$ cat src/hw/rtl/assert_macros.svh
// assertion macros for the rtl files
`ifndef ASSERT_MACROS_SVH
`define ASSERT_MACROS_SVH

// condition holds in the same cycle
`define ASSERT_IMPLY(name, clk, rstn, pre, post, msg) \
    name: assert property (@(posedge clk) disable iff (!rstn) (pre) |-> (post)) \
        else $error(msg);

// condition holds in the following cycle
`define ASSERT_NEXT(name, clk, rstn, pre, post, msg) \
    name: assert property (@(posedge clk) disable iff (!rstn) (pre) |=> (post)) \
        else $error(msg);

`endif

$ cat src/hw/rtl/deq_pkg.sv
// types, constants and helper functions of the delay event queue
package deq_pkg;

    localparam int QUEUE_DEPTH = 16;
    localparam int TAG_BITS    = 16;
    localparam int TIME_BITS   = 32;

    localparam int IDX_BITS = $clog2(QUEUE_DEPTH);
    localparam int CNT_BITS = $clog2(QUEUE_DEPTH + 1);
    localparam int REC_BITS = IDX_BITS;

    localparam int ELAPSED_BITS = 31;
    localparam int OCC_BITS     = 5;
    localparam int ALU_BITS     = (TIME_BITS > ELAPSED_BITS) ? TIME_BITS : ELAPSED_BITS;

    localparam logic [1:0] CMD_INSERT = 2'd0;
    localparam logic [1:0] CMD_REMOVE = 2'd1;
    localparam logic [1:0] CMD_TIME   = 2'd2;

    localparam logic [1:0] STATUS_OK    = 2'd0;
    localparam logic [1:0] STATUS_EMPTY = 2'd1;
    localparam logic [1:0] STATUS_FULL  = 2'd2;

    typedef logic [TIME_BITS-1:0] time_t;
    typedef logic [TAG_BITS-1:0]  tag_t;

    localparam time_t TIME_SIGN = {1'b1, {(TIME_BITS-1){1'b0}}};

    typedef struct packed {
        logic [1:0]         command;
        logic [15:0]        event_tag;
        logic signed [31:0] event_delay;
        logic [30:0]        elapsed;
    } in_item_t;

    typedef struct packed {
        logic [15:0]        out_tag;
        logic signed [31:0] out_delay;
        logic [1:0]         status;
        logic [4:0]         occupancy;
    } out_item_t;

    // sign-extend the incoming delay, then keep the time width
    function automatic time_t delay_to_time(input logic signed [31:0] d);
        logic [63:0] w;
        w = 64'(d);
        return w[TIME_BITS-1:0];
    endfunction

    function automatic logic signed [31:0] time_to_delay(input time_t t);
        logic [63:0] w;
        w = 64'(signed'(t));
        return signed'(w[31:0]);
    endfunction

    function automatic tag_t tag_from_in(input logic [15:0] x);
        logic [63:0] w;
        w = 64'(x);
        return w[TAG_BITS-1:0];
    endfunction

    function automatic logic [15:0] tag_to_out(input tag_t t);
        logic [63:0] w;
        w = 64'(t);
        return w[15:0];
    endfunction

    // offset binary: unsigned order matches signed order
    function automatic time_t biased(input time_t t);
        return t ^ TIME_SIGN;
    endfunction

endpackage

$ cat src/hw/rtl/deq_alu.sv
// shared subtractor used for delay compare and elapsed-time subtraction
module deq_alu (
    input  logic [deq_pkg::ALU_BITS-1:0] op_a,
    input  logic [deq_pkg::ALU_BITS-1:0] op_b,
    output logic [deq_pkg::ALU_BITS-1:0] diff,
    output logic                         borrow,
    output logic                         is_zero
);
    import deq_pkg::*;

    logic [ALU_BITS:0] wide;

    assign wide    = {1'b0, op_a} - {1'b0, op_b};
    assign diff    = wide[ALU_BITS-1:0];
    assign borrow  = wide[ALU_BITS];
    assign is_zero = (wide == '0);

endmodule

$ cat src/hw/rtl/delay_event_queue.sv
// delay event queue: an accepted insert scans for the lowest free slot, a remove scans every slot
// and then commits, a time pass scans every slot; remove on empty, insert on full and unknown
// commands go straight to the result; the slot scan visits one slot per cycle through one subtractor
// one item at a time: the next item is taken the cycle after its result is loaded, so an item
// holds the input while the one before it is in flight or the output stays stalled
// synchronous active-low reset clears valid bits, count and handshake at once; no clearing pass
`include "assert_macros.svh"

module delay_event_queue (
    input  logic                aclk,
    input  logic                aresetn,
    input  logic                s_valid,
    output logic                s_ready,
    input  deq_pkg::in_item_t   s_item,
    output logic                m_valid,
    input  logic                m_ready,
    output deq_pkg::out_item_t  m_item
);
    import deq_pkg::*;

    localparam logic [2:0] ST_IDLE   = 3'd0;
    localparam logic [2:0] ST_INSERT = 3'd1;
    localparam logic [2:0] ST_SCAN   = 3'd2;
    localparam logic [2:0] ST_COMMIT = 3'd3;
    localparam logic [2:0] ST_FINISH = 3'd4;

    logic [2:0]              state_reg;
    logic [1:0]              cmd_reg;
    tag_t                    tag_in_reg;
    time_t                   delay_in_reg;
    logic [ELAPSED_BITS-1:0] elapsed_reg;
    logic [CNT_BITS-1:0]     cnt_reg;
    logic [QUEUE_DEPTH-1:0]  valid_reg;
    logic [REC_BITS-1:0]     rec_reg [QUEUE_DEPTH];
    logic [CNT_BITS-1:0]     held_reg;

    logic                    stg_live_reg;
    logic [IDX_BITS-1:0]     stg_idx_reg;
    tag_t                    rd_tag_reg;
    time_t                   rd_delay_reg;

    logic                    have_best_reg;
    logic [IDX_BITS-1:0]     best_idx_reg;
    logic [REC_BITS-1:0]     best_rec_reg;
    tag_t                    best_tag_reg;
    time_t                   best_delay_reg;

    tag_t                    res_tag_reg;
    time_t                   res_delay_reg;
    logic [1:0]              res_status_reg;
    logic                    m_valid_reg;
    out_item_t               m_item_reg;

    tag_t                    tag_mem   [QUEUE_DEPTH];
    time_t                   delay_mem [QUEUE_DEPTH];

    logic [IDX_BITS-1:0]     cnt_idx;
    logic                    scan_issue;
    logic                    ins_hit;
    logic                    time_wr;
    logic                    delay_we;
    logic [IDX_BITS-1:0]     delay_wr_idx;
    time_t                   delay_wdata;
    logic                    rec_dec;

    logic [ALU_BITS-1:0]     alu_a;
    logic [ALU_BITS-1:0]     alu_b;
    logic [ALU_BITS-1:0]     alu_diff;
    logic                    alu_borrow;
    logic                    alu_zero;
    time_t                   sat_time;
    logic                    better;

    assign cnt_idx    = cnt_reg[IDX_BITS-1:0];
    assign scan_issue = (state_reg == ST_SCAN) && (cnt_reg < CNT_BITS'(QUEUE_DEPTH));
    assign ins_hit    = (state_reg == ST_INSERT) && !valid_reg[cnt_idx];
    assign time_wr    = (state_reg == ST_SCAN) && (cmd_reg == CMD_TIME) && stg_live_reg;
    assign delay_we   = ins_hit || time_wr;
    assign delay_wr_idx = ins_hit ? cnt_idx : stg_idx_reg;
    assign delay_wdata  = ins_hit ? delay_in_reg : sat_time;
    assign rec_dec    = (state_reg == ST_COMMIT);

    // one subtractor: compare against best on remove, subtract elapsed on time passes
    assign alu_a = ALU_BITS'(biased(rd_delay_reg));
    assign alu_b = (cmd_reg == CMD_TIME) ? ALU_BITS'(elapsed_reg)
                                         : ALU_BITS'(biased(best_delay_reg));

    deq_alu u_alu (
        .op_a    (alu_a),
        .op_b    (alu_b),
        .diff    (alu_diff),
        .borrow  (alu_borrow),
        .is_zero (alu_zero)
    );

    // saturate at the most negative delay
    assign sat_time = (alu_borrow ? '0 : alu_diff[TIME_BITS-1:0]) ^ TIME_SIGN;

    // ties go to the newest entry (lowest recency rank)
    assign better = !have_best_reg || alu_borrow ||
                    (alu_zero && (rec_reg[stg_idx_reg] < best_rec_reg));

    assign s_ready = (state_reg == ST_IDLE);
    assign m_valid = m_valid_reg;
    assign m_item  = m_item_reg;

    // slot storage, one write and one registered read per cycle
    always_ff @(posedge aclk) begin
        if (ins_hit) begin
            tag_mem[cnt_idx] <= tag_in_reg;
        end
        if (delay_we) begin
            delay_mem[delay_wr_idx] <= delay_wdata;
        end
        if (scan_issue) begin
            rd_tag_reg   <= tag_mem[cnt_idx];
            rd_delay_reg <= delay_mem[cnt_idx];
        end
    end

    // recency ranks, 0 is newest
    always_ff @(posedge aclk) begin
        for (int i = 0; i < QUEUE_DEPTH; i++) begin
            if (ins_hit && valid_reg[i]) begin
                rec_reg[i] <= rec_reg[i] + REC_BITS'(1);
            end else if (rec_dec && valid_reg[i] && (rec_reg[i] > best_rec_reg)) begin
                rec_reg[i] <= rec_reg[i] - REC_BITS'(1);
            end
        end
        if (ins_hit) begin
            rec_reg[cnt_idx] <= '0;
        end
    end

    always_ff @(posedge aclk) begin
        if (!aresetn) begin
            state_reg     <= ST_IDLE;
            valid_reg     <= '0;
            held_reg      <= '0;
            cnt_reg       <= '0;
            stg_live_reg  <= 1'b0;
            have_best_reg <= 1'b0;
            m_valid_reg   <= 1'b0;
        end else begin
            // a finishing item reloads the output itself
            if (m_valid_reg && m_ready && (state_reg != ST_FINISH)) begin
                m_valid_reg <= 1'b0;
            end

            stg_live_reg <= scan_issue && valid_reg[cnt_idx];
            stg_idx_reg  <= cnt_idx;

            unique case (state_reg)
                ST_IDLE: begin
                    if (s_valid) begin
                        cmd_reg        <= s_item.command;
                        tag_in_reg     <= tag_from_in(s_item.event_tag);
                        delay_in_reg   <= delay_to_time(s_item.event_delay);
                        elapsed_reg    <= s_item.elapsed;
                        cnt_reg        <= '0;
                        have_best_reg  <= 1'b0;
                        res_tag_reg    <= '0;
                        res_delay_reg  <= '0;
                        res_status_reg <= STATUS_OK;
                        case (s_item.command)
                            CMD_INSERT: begin
                                if (held_reg == CNT_BITS'(QUEUE_DEPTH)) begin
                                    res_status_reg <= STATUS_FULL;
                                    state_reg      <= ST_FINISH;
                                end else begin
                                    state_reg <= ST_INSERT;
                                end
                            end
                            CMD_REMOVE: begin
                                if (held_reg == '0) begin
                                    res_status_reg <= STATUS_EMPTY;
                                    state_reg      <= ST_FINISH;
                                end else begin
                                    state_reg <= ST_SCAN;
                                end
                            end
                            CMD_TIME: begin
                                state_reg <= ST_SCAN;
                            end
                            default: begin
                                state_reg <= ST_FINISH;
                            end
                        endcase
                    end
                end
                ST_INSERT: begin
                    // lowest free slot wins
                    if (ins_hit) begin
                        valid_reg[cnt_idx] <= 1'b1;
                        held_reg           <= held_reg + CNT_BITS'(1);
                        state_reg          <= ST_FINISH;
                    end else begin
                        cnt_reg <= cnt_reg + CNT_BITS'(1);
                    end
                end
                ST_SCAN: begin
                    if (stg_live_reg && (cmd_reg == CMD_REMOVE) && better) begin
                        have_best_reg  <= 1'b1;
                        best_idx_reg   <= stg_idx_reg;
                        best_rec_reg   <= rec_reg[stg_idx_reg];
                        best_tag_reg   <= rd_tag_reg;
                        best_delay_reg <= rd_delay_reg;
                    end
                    // the read stage lags the counter by one slot
                    if (cnt_reg == CNT_BITS'(QUEUE_DEPTH)) begin
                        state_reg <= (cmd_reg == CMD_REMOVE) ? ST_COMMIT : ST_FINISH;
                    end else begin
                        cnt_reg <= cnt_reg + CNT_BITS'(1);
                    end
                end
                ST_COMMIT: begin
                    valid_reg[best_idx_reg] <= 1'b0;
                    held_reg                <= held_reg - CNT_BITS'(1);
                    res_tag_reg             <= best_tag_reg;
                    res_delay_reg           <= best_delay_reg;
                    state_reg               <= ST_FINISH;
                end
                ST_FINISH: begin
                    if (!m_valid_reg || m_ready) begin
                        m_valid_reg          <= 1'b1;
                        m_item_reg.out_tag   <= tag_to_out(res_tag_reg);
                        m_item_reg.out_delay <= time_to_delay(res_delay_reg);
                        m_item_reg.status    <= res_status_reg;
                        m_item_reg.occupancy <= OCC_BITS'(held_reg);
                        state_reg            <= ST_IDLE;
                    end
                end
                default: begin
                    state_reg <= ST_IDLE;
                end
            endcase
        end
    end

    `ASSERT_IMPLY(a_held_matches_valid, aclk, aresetn, 1'b1, $countones(valid_reg) == 32'(held_reg), "held count differs from valid slots")
    `ASSERT_IMPLY(a_held_bound, aclk, aresetn, 1'b1, held_reg <= CNT_BITS'(QUEUE_DEPTH), "held count above depth")
    `ASSERT_IMPLY(a_empty_status, aclk, aresetn, m_valid_reg && (m_item_reg.status == STATUS_EMPTY), m_item_reg.occupancy == '0, "empty status with entries held")
    `ASSERT_NEXT(a_commit_frees_one, aclk, aresetn, state_reg == ST_COMMIT, held_reg == $past(held_reg) - CNT_BITS'(1), "remove did not free one slot")

endmodule

$ cat config.mk
export PLATFORM = sky130hd
export DESIGN_NAME = delay_event_queue
export DESIGN_NICKNAME = d
export VERILOG_FILES = /design/src/hw/rtl/deq_pkg.sv /design/src/hw/rtl/deq_alu.sv /design/src/hw/rtl/delay_event_queue.sv
export VERILOG_INCLUDE_DIRS = /design/src /design/src/hw/rtl
export SDC_FILE = /design/constraint.sdc
export NUM_CORES = 1
export LEC_CHECK = 0
export BUFFER_PORTS_ARGS = -buffer_cell sky130_fd_sc_hd__buf_2
export CORE_MARGIN = 4
export CORE_UTILIZATION = 25
export CTS_CLUSTER_SIZE = 20
export DETAILED_ROUTE_END_ITERATION = 12
export GPL_ROUTABILITY_DRIVEN = 0
export PLACE_DENSITY = 0.5
export REMOVE_ABC_BUFFERS = 1
export SYNTH_ARGS = -nofsm -noshare
export SYNTH_HDL_FRONTEND = slang
export SYNTH_SLANG_ARGS = --single-unit
$ cat constraint.sdc
create_clock -name aclk -period 8.38 [get_ports aclk]
set_input_delay 1.676 -clock aclk [delete_from_list [all_inputs] [get_ports aclk]]
set_output_delay 1.676 -clock aclk [all_outputs]
set_load 0.05 [all_outputs]
==> out/results.ini <==
[critical_path]
crit_path_max_fanout = 32
worst_ep_arrival_time_ns = 5.88
cp-start-kind = register
worst-setup-path-type = register to register
cp.required_ns = 8.78
end_kind = register

[cts]
root_buffer = clkbuf_16
clock_path_buffers = 3
postCtsHoldBufs = 0
htree_levels = 4
path_clk_slew_ns = 0.06
cts_sinks = 1162
cts_tree = yes
cts_made_buffers = 137
insertion_delay_ns = 0.79
cts_resized = 0
post_cts_buffers = 0

[timing]
fin_tns_setup_ns = 0
setup-violations-final = 0
relSlewSlack_pct = 13.75
rsz0062_at_grt = no
finalCriticalPeriod_ns = 5.485
finalCritPeriodShare_pct = 65.45
worst_pin_slew_ns = 1.280
maxClockFrequency_ghz = 0.1823
drv_slew = 0
finalHoldViolCount = 0
finClkSkew_ns = 0.05655
holdWs_ns = 0.4116

[synthesis]
synth_top_area_share_pct = 65.35
post_synth_inst_count = 2765
ys_seq_area_share_pct = 69.45
yosysUniqueCellTypes = 82
synthTopCellsByArea = edfxtp_1 65%, mux4_2 12%, dfxtp_1 4.1%
ys_seq_elements = 1162
yosys_warnings = 0
syn_area_um2 = 48800
synth_largest_area_cell = edfxtp_1
postSynth.asyncResetShare_pct = 0
synth-edff-count = 1062
synth_area_per_cell_um2 = 17.65
synth_ff_type = edfxtp_1

[layout]
mostFrequentLayoutCells = 1062 x edfxtp_1, 264 x mux4_2, 162 x nor2_1
final_common_cell = edfxtp_1
stdcell_count = 5632
syn_to_final_growth_pct = 18.12
fin_area_um2 = 57640
n_fill_cell = 18980
largest_register_ffs = 512
layout-drive-gt1-share_pct = 24.32
layout.nets = 3239

[power]
finalPower_mw = 13.84
peakVddDrop_uv = 200.9
powerDensity_nw_per_um2 = 240.2
leakage_nw = 19.22

[route]
vias = 25860
antenna_left = 0
routedWlPerCell_um = 24.15
vias_per_cell = 4.591
drt_iter0_drc = 2114
drtPass1Iterations = 7
drc = 0
wl_um = 136000

[global_route]
antenna_found_initial = 5
grt_max_degree = 88
grt_usage_pct = 13.20
grt_pass1_wl_um = 194400
grt_overflow_total = 0
grt_pass1_vias = 26750

[floorplanning]
die_area_um2 = 202300
core_um2 = 193400
start_util_pct = 25.23
die_w_um = 449.8
dieHeight_um = 449.8
io_pins = 142
rows = 161

[place]
portBuffers = 141
dp.cells = 5384
placedInstanceArea_um2 = 52940
dp_hpwl_um = 82000

[run]
maxCapViolations = 0

[min_path]
hold_path_class = register to register

[outcome]
status = finished clean

[synth_stat cells, types with 5 or more instances]
| cell type | count |
|---|---|
| edfxtp_1 | 1062 |
| mux4_2 | 264 |
| nor2_1 | 179 |
| ha_1 | 139 |
| a21oi_1 | 104 |
| dfxtp_1 | 100 |
| nand2_1 | 88 |
| and2_1 | 76 |
| inv_1 | 75 |
| clkbuf_1 | 68 |
| mux2i_1 | 54 |
| o21ai_0 | 51 |
| nand2b_1 | 37 |
| xor2_1 | 37 |
| nand3_1 | 35 |
| a21o_1 | 33 |
| xnor2_1 | 29 |
| nand4_1 | 24 |
| nor2b_1 | 24 |
| buf_2 | 23 |
| o31ai_1 | 22 |
| buf_1 | 21 |
| fa_1 | 18 |
| nor3_1 | 18 |
| and3_1 | 17 |
| o221a_2 | 13 |
| or3_1 | 10 |
| a211oi_1 | 9 |
| o211ai_1 | 9 |
| nor3b_1 | 7 |
| a221oi_1 | 6 |
| o21ai_1 | 6 |
| a21boi_0 | 5 |
| a32oi_1 | 5 |
| nor2_2 | 5 |
| o21a_1 | 5 |
[critical path, cell delays in order (launching register included)]
cell and delay (ns):
edfxtp_1 0.38, nand2b_2 0.13, buf_4 0.51, mux2_2 0.43
ha_1 0.20, fa_1 0.40, nand2b_1 0.20, a21oi_1 0.24
o21a_1 0.32, a2111oi_2 0.18, or2_1 0.30, o21bai_2 0.17
a31oi_4 0.16, buf_4 0.31, o41ai_2 1.15
[metrics by stage]
step / util [%] / worst slack, ns
2_1_floorplan: - / -6.689
3_3_place_gp: 27.38 / 2.960
3_5_place_dp: 27.38 / 2.933
4_1_cts: 29.81 / 2.911
5_1_grt: 29.81 / 2.606
6_report: 29.81 / 2.895
[path summary, 6_finish.rpt]
path / start / end / slack (ns) / cells past startpoint
worst min register to register: res_delay_reg[6]$_SDFFCE_PN0P_ / m_item[13]$_DFFE_PP_ / 0.41 / 0
worst max register to register: cmd_reg[0]$_DFFE_PP_ / delay_mem[12][10]$_DFFE_PP_ / 2.89 / 14
worst max-delay path: cmd_reg[0]$_DFFE_PP_ / delay_mem[12][10]$_DFFE_PP_ / 2.89 / 14
worst min-delay path: res_delay_reg[6]$_SDFFCE_PN0P_ / m_item[13]$_DFFE_PP_ / 0.41 / 0
[cell families after synthesis]
| kind of cell | Yosys count | share of synthesized area (%) |
|---|---|---|
| muxes | 322 | 13.38 |
| and+or+nand+nor | 548 | 5.697 |
| buffers and inverters | 190 | 1.538 |
| DFF | 1162 | 69.45 |
| AOI/OAI and AO/OA | 320 | 4.438 |
| xor gates and xnor gates | 66 | 1.185 |
| adders and majority gates | 157 | 4.302 |
[area by class of cell]
| type | instances | area [um^2] | share of cell area (%) |
|---|---|---|---|
| sequential | 1162 | 33910 | 58.82 |
| multi-input combinational | 1413 | 14360 | 24.91 |
| clock buffer | 168 | 3595 | 6.236 |
| tap | 2526 | 3161 | 5.483 |
| timing repair buffer | 208 | 1234 | 2.140 |
| clock inverter | 79 | 1104 | 1.915 |
| inverter | 75 | 281.5 | 0.4884 |
| antenna | 1 | 2.502 | 0.004341 |
[power by group]
| part | internal (mW) | switching [mW] | total [mW] |
|---|---|---|---|
| sequential | 6.59 | 0.100 | 6.69 |
| combinational | 0.343 | 0.644 | 0.987 |
| clock | 3.64 | 2.53 | 6.16 |
| total | 10.6 | 3.27 | 13.8 |
[layer usage]
metal	wire [um]	track usage, %	up-vias
met5	0	0	-
met2	69790	23.15	656
li1	-	-	11470
met4	4584	4.584	0
met3	5738	2.375	210
met1	55890	16.30	13520
Note: power is estimated with default switching activity, not from simulation.
